### config.mk
export PLATFORM = sky130hd
export DESIGN_NAME = sha256_message_hasher_flat
export DESIGN_NICKNAME = d
export VERILOG_FILES = /design/src/sha_pkg.sv /design/src/sha_if.sv /design/src/sha_core.sv /design/src/sha256_message_hasher.sv /design/src/flat_wrapper.sv
export VERILOG_INCLUDE_DIRS = /design/src /design/src/src
export SDC_FILE = /design/constraint.sdc
export NUM_CORES = 2
export LEC_CHECK = 0
export ABC_AREA = 1
export BUFFER_PORTS_ARGS = -buffer_cell sky130_fd_sc_hd__buf_2
export CAP_MARGIN = 25
export CORE_UTILIZATION = 50
export CTS_CLUSTER_DIAMETER = 50
export DETAILED_ROUTE_END_ITERATION = 8
export GPL_TIMING_DRIVEN = 0
export PLACE_DENSITY = 0.67
export SYNTH_ARGS = -nofsm -noshare
export SYNTH_HDL_FRONTEND = slang
export SYNTH_SLANG_ARGS = --single-unit
### constraint.sdc
create_clock -name clk_i -period 52.3 [get_ports clk_i]
set_input_delay 0 -clock clk_i [delete_from_list [all_inputs] [get_ports clk_i]]
set_output_delay 0 -clock clk_i [all_outputs]
set_load 0.02 [all_outputs]
### src/sha256_message_hasher_macros.svh
// Assertion macros for the SHA-256 message hasher.
// Used by the RTL files that carry concurrent assertions.
`ifndef SHA256_MESSAGE_HASHER_MACROS_SVH
`define SHA256_MESSAGE_HASHER_MACROS_SVH
// assert that a implies b on the next cycle
`define SHA_ASSERT_NEXT(lbl, clk, rstn, a, b) \
  lbl: assert property (@(posedge clk) disable iff (!rstn) (a) |=> (b)) else $error("assertion failed");
// assert a condition on every cycle
`define SHA_ASSERT_ALWAYS(lbl, clk, rstn, a) \
  lbl: assert property (@(posedge clk) disable iff (!rstn) (a)) else $error("assertion failed");
`endif

### src/sha_pkg.sv
// Constants, types and round functions for the SHA-256 message hasher.
// No dependencies.
`default_nettype none
package sha_pkg;
  localparam logic [31:0] InitH [8] = '{
    32'h6A09E667, 32'hBB67AE85, 32'h3C6EF372, 32'hA54FF53A,
    32'h510E527F, 32'h9B05688C, 32'h1F83D9AB, 32'h5BE0CD19};
  localparam logic [31:0] RoundK [64] = '{
    32'h428a2f98, 32'h71374491, 32'hb5c0fbcf, 32'he9b5dba5, 32'h3956c25b, 32'h59f111f1,
    32'h923f82a4, 32'hab1c5ed5, 32'hd807aa98, 32'h12835b01, 32'h243185be, 32'h550c7dc3,
    32'h72be5d74, 32'h80deb1fe, 32'h9bdc06a7, 32'hc19bf174, 32'he49b69c1, 32'hefbe4786,
    32'h0fc19dc6, 32'h240ca1cc, 32'h2de92c6f, 32'h4a7484aa, 32'h5cb0a9dc, 32'h76f988da,
    32'h983e5152, 32'ha831c66d, 32'hb00327c8, 32'hbf597fc7, 32'hc6e00bf3, 32'hd5a79147,
    32'h06ca6351, 32'h14292967, 32'h27b70a85, 32'h2e1b2138, 32'h4d2c6dfc, 32'h53380d13,
    32'h650a7354, 32'h766a0abb, 32'h81c2c92e, 32'h92722c85, 32'ha2bfe8a1, 32'ha81a664b,
    32'hc24b8b70, 32'hc76c51a3, 32'hd192e819, 32'hd6990624, 32'hf40e3585, 32'h106aa070,
    32'h19a4c116, 32'h1e376c08, 32'h2748774c, 32'h34b0bcb5, 32'h391c0cb3, 32'h4ed8aa4a,
    32'h5b9cca4f, 32'h682e6ff3, 32'h748f82ee, 32'h78a5636f, 32'h84c87814, 32'h8cc70208,
    32'h90befffa, 32'ha4506ceb, 32'hbef9a3f7, 32'hc67178f2};
  localparam logic [7:0] PadByte = 8'h80;
  localparam logic [5:0] LenPos = 6'd56;

  typedef struct packed {
    logic [7:0] data_byte;
    logic has_byte;
    logic last;
  } in_t;

  typedef struct packed {
    logic [31:0] digest_word;
    logic [2:0] word_index;
    logic last_word;
  } out_t;

  typedef struct packed {
    logic start;
    logic busy;
  } core_ctl_t;

  function automatic logic [31:0] rotr(input logic [31:0] x, input int unsigned n);
    rotr = (x >> n) | (x << (32 - n));
  endfunction
endpackage
`default_nettype wire

### src/sha_if.sv
// Valid/ready channel carrying one request.
// Depends on sha_pkg for nothing; payload type is a parameter.
`default_nettype none
interface sha_if #(parameter type T = logic) ();
  logic valid;
  logic ready;
  T payload;
  modport source (output valid, output payload, input ready);
  modport sink (input valid, input payload, output ready);
endinterface
`default_nettype wire

### src/sha_core.sv
// 64-round SHA-256 compression, one round per cycle, with rolling schedule.
// Depends on sha_pkg.
`default_nettype none
module sha_core (
  input  wire logic clk_i,
  input  wire logic rst_ni,
  input  wire sha_pkg::core_ctl_t ctl_i,
  input  wire logic [31:0] wblk_i [16],
  input  wire logic [31:0] h_i [8],
  output logic [31:0] h_o [8],
  output logic done_o
);
  import sha_pkg::*;
  logic [31:0] w_q [16];
  logic [31:0] v_q [8];
  logic [5:0] rnd_q;
  logic run_q;
  logic [31:0] s0, s1, wn, t1, t2, e, a;

  always_comb begin
    s0 = rotr(w_q[1], 7) ^ rotr(w_q[1], 18) ^ (w_q[1] >> 3);
    s1 = rotr(w_q[14], 17) ^ rotr(w_q[14], 19) ^ (w_q[14] >> 10);
    wn = s1 + w_q[9] + s0 + w_q[0];
    e = v_q[4];
    a = v_q[0];
    t1 = v_q[7] + (rotr(e, 6) ^ rotr(e, 11) ^ rotr(e, 25)) + (v_q[6] ^ (e & (v_q[5] ^ v_q[6])))
         + RoundK[rnd_q] + w_q[0];
    t2 = (rotr(a, 2) ^ rotr(a, 13) ^ rotr(a, 22)) + ((a & v_q[1]) | (v_q[2] & (a | v_q[1])));
  end

  always_ff @(posedge clk_i or negedge rst_ni) begin
    if (!rst_ni) begin
      run_q <= 1'b0;
      rnd_q <= '0;
      done_o <= 1'b0;
    end else begin
      done_o <= 1'b0;
      if (ctl_i.start) begin
        run_q <= 1'b1;
        rnd_q <= '0;
      end else if (run_q) begin
        rnd_q <= rnd_q + 6'd1;
        if (rnd_q == 6'd63) begin
          run_q <= 1'b0;
          done_o <= 1'b1;
        end
      end
    end
  end

  always_ff @(posedge clk_i) begin
    if (ctl_i.start) begin
      w_q <= wblk_i;
      v_q <= h_i;
    end else if (run_q) begin
      for (int i = 0; i < 15; i++) w_q[i] <= w_q[i+1];
      w_q[15] <= wn;
      v_q[7] <= v_q[6]; v_q[6] <= v_q[5]; v_q[5] <= v_q[4];
      v_q[4] <= v_q[3] + t1;
      v_q[3] <= v_q[2]; v_q[2] <= v_q[1]; v_q[1] <= v_q[0];
      v_q[0] <= t1 + t2;
    end
  end

  always_comb for (int i = 0; i < 8; i++) h_o[i] = h_i[i] + v_q[i];

  `include "sha256_message_hasher_macros.svh"
  `SHA_ASSERT_NEXT(a_done_pulse, clk_i, rst_ni, done_o, !done_o)
  `SHA_ASSERT_NEXT(a_last_round, clk_i, rst_ni, run_q && rnd_q == 6'd63 && !ctl_i.start, done_o)
  `SHA_ASSERT_ALWAYS(a_no_restart, clk_i, rst_ni, !(ctl_i.start && run_q))
endmodule
`default_nettype wire

### src/sha256_message_hasher.sv
// Top level of the SHA-256 message hasher: byte buffer, padding sequencer,
// digest output. Depends on sha_pkg, sha_if and sha_core.
//   channel  dir  payload
//   in_if    in   data_byte, has_byte, last
//   out_if   out  digest_word, word_index, last_word
// A byte that fills no block is written into the buffer. A full block adds a pass of
// compression (64 rounds in sha_core plus start and fold). A last request adds
// one or two padded blocks, then eight words that wait on out_if.ready.
// Not ready while compressing or emitting. Reset restores the initial hash.
`default_nettype none
module sha256_message_hasher (
  input wire logic clk_i,
  input wire logic rst_ni,
  sha_if.sink in_if,
  sha_if.source out_if
);
  import sha_pkg::*;
  typedef enum logic [4:0] {
    SIdle = 5'b00001, SComp = 5'b00010, SPad = 5'b00100, SPadComp = 5'b01000,
    SOut = 5'b10000
  } state_e;
  state_e st_q;
  logic [31:0] wbuf_q [16];
  logic [5:0] fill_q;
  logic [63:0] bits_q;
  logic [31:0] h_q [8];
  logic [31:0] h_new [8];
  logic fin_q, kick_q, done;
  logic [2:0] oidx_q;
  core_ctl_t ctl;
  in_t req;
  logic pad_two;
  logic second_q;
  logic len_here;
  logic fin_pad_q;

  assign req = in_if.payload;
  assign in_if.ready = (st_q == SIdle);
  assign ctl.start = kick_q;
  assign ctl.busy = st_q inside {SComp, SPadComp};

  sha_core u_core (.clk_i, .rst_ni, .ctl_i(ctl), .wblk_i(wbuf_q), .h_i(h_q),
                   .h_o(h_new), .done_o(done));

  assign out_if.valid = (st_q == SOut);
  assign out_if.payload = '{digest_word: h_q[oidx_q], word_index: oidx_q,
                            last_word: oidx_q == 3'd7};

  always_ff @(posedge clk_i or negedge rst_ni) begin
    if (!rst_ni) begin
      st_q <= SIdle; fill_q <= '0; bits_q <= '0; fin_q <= 1'b0; kick_q <= 1'b0;
      oidx_q <= '0; h_q <= InitH;
    end else begin
      kick_q <= 1'b0;
      case (st_q)
        SIdle: begin
          if (in_if.valid) begin
            fin_q <= req.last;
            if (req.has_byte) begin
              fill_q <= fill_q + 6'd1;
              bits_q <= bits_q + 64'd8;
            end
            if (req.has_byte && fill_q == 6'd63) begin
              st_q <= SComp; kick_q <= 1'b1;
            end else if (req.last) begin
              st_q <= SPad;
            end
          end
        end
        SComp: if (done) begin
          h_q <= h_new;
          st_q <= fin_q ? SPad : SIdle;
        end
        SPad: begin
          // pad byte at fill, zeros after; length if it fits, else zeros and length in a second block
          fill_q <= '0; kick_q <= 1'b1; st_q <= SPadComp;
        end
        SPadComp: if (done) begin
          h_q <= h_new;
          st_q <= fin_pad_q ? SOut : SPad;
        end
        SOut: if (out_if.ready) begin
          oidx_q <= oidx_q + 3'd1;
          if (oidx_q == 3'd7) begin
            st_q <= SIdle; h_q <= InitH; bits_q <= '0; fin_q <= 1'b0;
          end
        end
        default: st_q <= SIdle;
      endcase
    end
  end

  // second_q marks the length-only block of a two-block pad
  assign pad_two = fill_q > 6'd55;
  always_ff @(posedge clk_i or negedge rst_ni) begin
    if (!rst_ni) second_q <= 1'b0;
    else if (st_q == SIdle) second_q <= 1'b0;
    else if (st_q == SPadComp && done && !fin_pad_q) second_q <= 1'b1;
  end

  always_ff @(posedge clk_i) begin
    if (st_q == SIdle && in_if.valid && req.has_byte)
      wbuf_q[fill_q[5:2]][{~fill_q[1:0], 3'b000} +: 8] <= req.data_byte;
    if (st_q == SPad) begin
      for (int i = 0; i < 64; i++) begin
        if (second_q)
          wbuf_q[4'(i >> 2)][8*(3-(i & 3)) +: 8] <= (i >= 56) ? bits_q[8*(63-i) +: 8] : 8'h00;
        else if (i == int'(fill_q)) wbuf_q[4'(i >> 2)][8*(3-(i & 3)) +: 8] <= PadByte;
        else if (i > int'(fill_q)) begin
          if (!pad_two && i >= int'(LenPos))
            wbuf_q[4'(i >> 2)][8*(3-(i & 3)) +: 8] <= bits_q[8*(63-i) +: 8];
          else wbuf_q[4'(i >> 2)][8*(3-(i & 3)) +: 8] <= 8'h00;
        end
      end
    end
  end

  // fin_pad_q marks the block carrying the length
  assign len_here = second_q || !pad_two;
  always_ff @(posedge clk_i or negedge rst_ni) begin
    if (!rst_ni) fin_pad_q <= 1'b0;
    else if (st_q == SPad) fin_pad_q <= len_here;
  end

  `include "sha256_message_hasher_macros.svh"
  `SHA_ASSERT_NEXT(a_out_stall, clk_i, rst_ni, out_if.valid && !out_if.ready, out_if.valid)
  `SHA_ASSERT_ALWAYS(a_busy_not_ready, clk_i, rst_ni, !(ctl.busy && in_if.ready))
  `SHA_ASSERT_NEXT(a_pad_kicks, clk_i, rst_ni, st_q == SPad, kick_q)
endmodule
`default_nettype wire

### src/flat_wrapper.sv
// flat-port wrapper written by rule: the top's interface ports become plain ports
module sha256_message_hasher_flat import sha_pkg::*;
  (clk_i, rst_ni, in_if_valid, in_if_payload, in_if_ready, out_if_valid, out_if_payload, out_if_ready);
  sha_if #(.T(in_t)) in_if_i ();
  sha_if #(.T(out_t)) out_if_i ();
  input wire logic clk_i;
  input wire logic rst_ni;
  input wire logic [$bits(in_if_i.valid)-1:0] in_if_valid;
  input wire logic [$bits(in_if_i.payload)-1:0] in_if_payload;
  output wire logic [$bits(in_if_i.ready)-1:0] in_if_ready;
  output wire logic [$bits(out_if_i.valid)-1:0] out_if_valid;
  output wire logic [$bits(out_if_i.payload)-1:0] out_if_payload;
  input wire logic [$bits(out_if_i.ready)-1:0] out_if_ready;
  assign in_if_i.valid = in_if_valid;
  assign in_if_i.payload = in_if_payload;
  assign in_if_ready = in_if_i.ready;
  assign out_if_valid = out_if_i.valid;
  assign out_if_payload = out_if_i.payload;
  assign out_if_i.ready = out_if_ready;
  sha256_message_hasher u_core (.clk_i(clk_i), .rst_ni(rst_ni), .in_if(in_if_i), .out_if(out_if_i));
endmodule
Yosys cells after proc, flatten, opt, wreduce, memory -nomap -nowiden
Memory sizes are Yosys's and may differ from the RTL's. Index checks and enable logic that the tools add are counted.

$add $sub $neg: 22. $lt $le $gt $ge: 36. Eq/ne operators: 47. Shift operators: 2. Muxes and demuxes: 143. Bitwise gates (word level): 29. Reductions and logical operators: 21.

Operators by type and width (number): 256-bit 2-to-1 mux (6); 512-bit 2-to-1 mux (3); 8-bit 2-to-1 mux (95); 32-bit adder (18); 512-bit bitwise mux (1); 256-bit case mux with 2 select lines (1); 32-bit bitwise XOR (8); 32-bit 2-to-1 mux (5); 32-bit demux with 4-bit select (1); 32-bit AND (3); 32-bit binary-select mux with 3-bit select (1); 6-bit == test, first input constant (16); 5-bit by 6-bit > comparator with 1-bit output, first input constant (16); 32-bit OR (2); 5-bit by 6-bit == test with 1-bit output, first input constant (8); 4-bit by 6-bit > comparator with 1-bit output, first input constant (8); 5-bit 2-to-1 mux (8); 10-bit by 32-bit OR with 32-bit output (1); 13-bit by 32-bit OR with 32-bit output (1); 14-bit by 32-bit OR with 32-bit output (1); 15-bit by 32-bit OR with 32-bit output (1); 19-bit by 32-bit OR with 32-bit output (1); 21-bit by 32-bit OR with 32-bit output (1); 25-bit by 32-bit OR with 32-bit output (1); other kinds (51) (93).

Bits in registers: 1562. ROM bits: 2048. Input bits: 14. Output and inout port bits: 38. Word-level logic and storage cells: 359. Memories: 1.

Memories: (no name shown) (words 64, width 32, read ports 1, clocked after Yosys merged registers in 0, wr ports 0, line sha_core.sv:27) `+ RoundK[rnd_q] + w_q[0];`.

Logic depth before layout (Yosys ltp)
Depth after elaboration: 11. Depth in mapped cells: 40. Mapped depth without buffers: 38.

Modules after synthesis
Synthesis repeated with hierarchy kept, for this count alone.

Cell total of the unflattened synthesis: 12109. Area, all modules: 97758.8 µm².

By module, submodules not included: sha_core (times used 1, cells an instance 8296, area an instance 64524.4 µm², sequential area each 23262.3 µm²); sha256_message_hasher (times used 1, cells an instance 3813, area an instance 33234.4 µm², sequential area each 19840.3 µm²).

Worst setup path before layout
OpenSTA, ideal clock, no wires.

Path type: register to register. Start: register u_core.kick_q. End: register u_core.u_core.v_q (netlist bit u_core.u_core.a[0]) (enable). Setup time: 5.370 ns. Arrival time: 13.697 ns. Required time: 46.930 ns. Setup slack: 33.233 ns. Cell stages (with the launch flop): 6. Path buffers: 3. Period minus slack after synthesis: 19.067 ns. Path through: dfrtp_1 > inv_1 > clkbuf_1 > clkbuf_1 > clkbuf_1 > nand2_1.

Longest elaborated chain between the ends: 1.

Ends and longest elaborated chain: from (decl) (line sha256_message_hasher.sv:28) `logic fin_q, kick_q, done;`; from (signal assigned) (line sha256_message_hasher.sv:51) `st_q <= SIdle; fill_q <= '0; bits_q <= '0; fin_q <= 1'b0; kick_q <= 1'b0;`; from (signal assigned) (line sha256_message_hasher.sv:54) `kick_q <= 1'b0;`; from (signal assigned) (line sha256_message_hasher.sv:64) `st_q <= SComp; kick_q <= 1'b1;`; 2-bit nonzero test (no source line); to (signal assigned) (line sha_core.sv:54) `v_q <= h_i;`; to (decl) (line sha_core.sv:15) `logic [31:0] v_q [8];`.

No other way between the ends. A chain may end at the register's enable or synchronous reset.

Final worst setup path
Start: register u_core.u_core.rnd_q[1]. End: register u_core.u_core.v_q (netlist bit u_core.u_core.a[23]) (data pin).

Longest elaborated chain between the ends: 9.

Ends and longest elaborated chain: from (decl) (line sha_core.sv:16) `logic [5:0] rnd_q;`; from (signal assigned) (line sha_core.sv:42) `rnd_q <= rnd_q + 6'd1;`; 6-bit inverter with 7-bit output (not written as such) (line sha_core.sv:27); memory 64 x 32 bit; 32-bit 2-to-1 mux (not written as such) (2 in series) (line sha_core.sv:27); 32-bit adder (2 in series) (line sha_core.sv:27); 32-bit adder (line sha_core.sv:61) `v_q[0] <= t1 + t2;`; 256-bit 2-to-1 mux (line sha_core.sv:55) `end else if (run_q) begin`; 256-bit 2-to-1 mux (line sha_core.sv:52) `if (ctl_i.start) begin`.

No other way between the ends. The select of a mux whose other input is x is not followed.

==> metrics.md <==
| Metric | Value |
|---|---|
| CP peak stage delay | approximately 800 ps |
| HP Start | out_if_ready |
| Min-Delay Path Class | in2reg |
| Final Hold Fails | 0 |
| CTS resizes | 0 |
| Post-Synthesis Cell Area | between 90,000 and 100,000 um2 |
| Placed cell area | around 100,000 um2 |
| Post-Layout Inst Area | 107,000 um2 |
| FF-to-FF setup slack | about 43,000 ps |
| Drt via density | 6.13 |
| Layout filler cell count | approximately 17,000 |
| Initial antenna violation count | 25 |
| Critical R2R Capture | u_core.u_core.a[23] |
| Synth Area per Inst | 8.31 um2 |
| CTS tree | built |
| Layout Skew | roughly 64 ps |
| Worst Hold Path EP | u_core.oidx_q[0] |
| Maximum clock frequency | around 100 MHz |
| Post-CTS setup buffer count | 0 |
| Final setup viols | 0 |
| Crit path DAT | 10,190 ps |
| Final WL | 435 mm |
| IO buf count | 51 |
| Crit Path Max Fanout | 13 |
| Die area | roughly 190,000 um2 |
| Final hold slack | between 150 and 200 ps |
| GRT Overall Usage | 0.447 |
| Clock slew at reported path FFs | approximately 60 ps |
| CP Class | reg2reg |
| Dpl hpwl | ~350 mm |
| Final min period | between 9000 and 10,000 ps |
| Outcome | complete, but fails checks |
| Area growth from synthesis to layout | 12.4% |
| Largest net degree at the start of global routing | between 70 and 80 |
| Flip-flop and latch area | 43,100 um2 |
| Via count | 88,700 |
| Routed Antenna Nets | 0 |
| Row count | 159 |
| Drt drc | 19 |
| Worst-skew pair later-pin latency | 890 ps |
| EDFF count, synth | 1,024 |
| Num CTS Buffers | between 150 and 200 |
| Final worst-path cycle share | 0.183 |
| Crit-path slowest cell | dfrtp_1 |
| Unique masters post-synth | 69 |
| Share of cells above drive strength 1 | 0.0660 |
| RSZ-0062 raised after global routing | no |
| Cell depth of the worst hold path | 4 |
| Area of the multi-input gates | 44,800 um2 |
| Total Nets Final | ~12,000 |
| Max H-tree Level | 4 |
| Synthesized instance count | 11,400 |
| Hold Buf Count CTS | 17 |
| Initial DRT Pass Iterations | 9 |
| Final TNS setup | 0 ps |
| Die width | about 440 um |
| Worst Setup End Kind | flip-flop |
| Max cap viols | 0 |
| Worst-Margin Slew | about 1500 ps |
| Syn. warnings | 0 |
| Global route overflow | 0 |
| Worst Reg-to-Reg Cells | 32 |
| Failing checks | DRC, slew limit |
| CP Launch Type | flip-flop |
| Starting Density | 0.505 |
| Die H | 438 um |
| Req. time, crit path | around 53,000 ps |
| Clk buf depth | 3 |
| Syn_nets | roughly 12,000 |
| Async set-reset flop share out of synthesis | 0.181 |
| Wire length per cell | roughly 30 um |
| Final setup margin | ~43,000 ps |
| Vias in the first global route | around 83,000 |
| Worst Path Buf+Inv | 7 |
| Slew Viols, Final | 1 |
| Rel. slew slack | -0.0191 |
| Initial DRC count | 12,400 |
| GP Congestion | ~1.2 |
| Top delay family on crit path | compound AO/OA/AOI/OAI gates |
| Clk root buf | clkbuf_16 |
| Count of clock tree sinks | roughly 1,600 |
| Register area share after synthesis | 0.453 |
| R2R Path Start | u_core.u_core.rnd_q[1] |
| Core ar. | between 150,000 and 200,000 um2 |
| Main synth FF type | edfxtp_1 |
| Worst slack at placement | between 40,000 and 50,000 ps |
| Ports | 52 |
| First-pass GRT wire length | slightly above 600 mm |
| Flops & latches, synth | between 1,500 and 2,000 |
worst max path at each step:
stage / start / to / slack (ps) / depth (start not counted)
5_1_grt: u_core.u_core.rnd_q[1] / u_core.u_core.a[19] / 42540 / 32
2_1_floorplan: u_core.kick_q / u_core.u_core.a[0] / 33230 / 5
6_report: u_core.u_core.rnd_q[1] / u_core.u_core.a[23] / 42750 / 32
3_3_place_gp: u_core.kick_q / u_core.u_core.v_q[169] / 21940 / 5
4_1_cts: u_core.u_core.rnd_q[1] / u_core.u_core.a[23] / 43070 / 32
3_5_place_dp: u_core.u_core.rnd_q[1] / u_core.u_core.a[23] / 43030 / 32
cells in the mapped netlist (all sizes together) (39+ instances only):
cell | count | share of area
a21o | 52 | 0.0041
a21oi | 697 | 0.037
or2 | 55 | 0.0036
dfrtp | 145 | 0.038
o21bai | 44 | 0.0035
nor3 | 100 | 0.0054
dfstp | 137 | 0.038
nand2 | 2926 | 0.12
xnor2 | 177 | 0.016
nor2 | 894 | 0.037
inv | 1500 | 0.059
nand3 | 327 | 0.017
clkbuf | 297 | 0.012
edfxtp | 1024 | 0.32
buf | 87 | 0.0047
a31oi | 100 | 0.0066
a21boi | 39 | 0.0031
o22ai | 118 | 0.0078
fa | 195 | 0.041
xor2 | 210 | 0.019
nand4 | 73 | 0.0049
dfxtp | 256 | 0.054
o21ai | 1156 | 0.061
ha | 407 | 0.054
a211oi | 148 | 0.012
routing by layer:
metal | wire length, um | global-route usage | part of all wire
met1 | 155000 | 0.532 | 0.36
met2 | 190000 | 0.684 | 0.44
met3 | 51300 | 0.132 | 0.12
met4 | 38800 | 0.332 | 0.089
met5 | 186 | 0 | 0.00043
cells by family after synthesis:
family	Yosys count	share of synthesized area
and+or+nand+nor	4439	0.188
AOI/OAI and AO/OA	2554	0.152
buffers and inverters	1892	0.0760
DFF	1562	0.453
adders and majority gates	602	0.0946
xor gates and xnor gates	387	0.0357
muxes	1	0.000105
worst register-to-register path, delay by kind of cell (launching register included):
family | cells | cell delay (ps)
AO/OA/AOI/OAI | 12 | 2820
XOR/XNOR | 1 | 630
adder cells (fa/ha/maj) | 5 | 2150
buffers and inverters | 7 | 1550
flip-flops | 1 | 780
AND/OR/NAND/NOR | 7 | 1430
placed cells by master, fill, tap and decap left out, types with 25 or more instances in the layout:
| cell | instances |
|---|---|
| o21bai_1 | 44 |
| a31oi_1 | 100 |
| xor2_1 | 210 |
| or2_2 | 53 |
| ha_1 | 407 |
| nor4_1 | 28 |
| fa_1 | 195 |
| clkbuf_1 | 328 |
| o211ai_1 | 29 |
| nand3b_1 | 25 |
| nor3_1 | 99 |
| nand4_1 | 72 |
| clkbuf_16 | 201 |
| buf_2 | 101 |
| dfstp_2 | 137 |
| clkinv_1 | 29 |
| edfxtp_1 | 1024 |
| a21oi_1 | 697 |
| o21ai_0 | 1126 |
| dfrtp_1 | 145 |
| nand3_1 | 327 |
| o21ai_1 | 30 |
| nor2_1 | 855 |
| a21boi_0 | 39 |
| buf_4 | 28 |
| nand2_1 | 2922 |
| inv_1 | 1475 |
| o22ai_1 | 118 |
| dfxtp_1 | 256 |
| buf_1 | 26 |
| a21o_1 | 52 |
| a221oi_1 | 25 |
| xnor2_1 | 177 |
| a211oi_1 | 148 |
| buf_8 | 26 |
cell type report:
class	count	share of cell area
Multi-Input combinational cell	7983	0.419
Sequential cell	1562	0.403
Tap cell	2495	0.0292
Inverter	1508	0.0530
Buffer	384	0.0147
Clock buffer	248	0.0495
Timing Repair Buffer	151	0.0159
Clock inverter	126	0.0148
Antenna cell	18	0.000422
stage by stage:
step | utilization | cells
floorplan | - | 11400
global placement | 0.522 | 14000
detailed placement | 0.528 | 14000
CTS | 0.566 | 14400
global route | 0.567 | 14500
finish | 0.567 | 14500
Power is not shown: default switching activity piles up to over one toggle a cycle in this logic, so the estimate is an artifact.
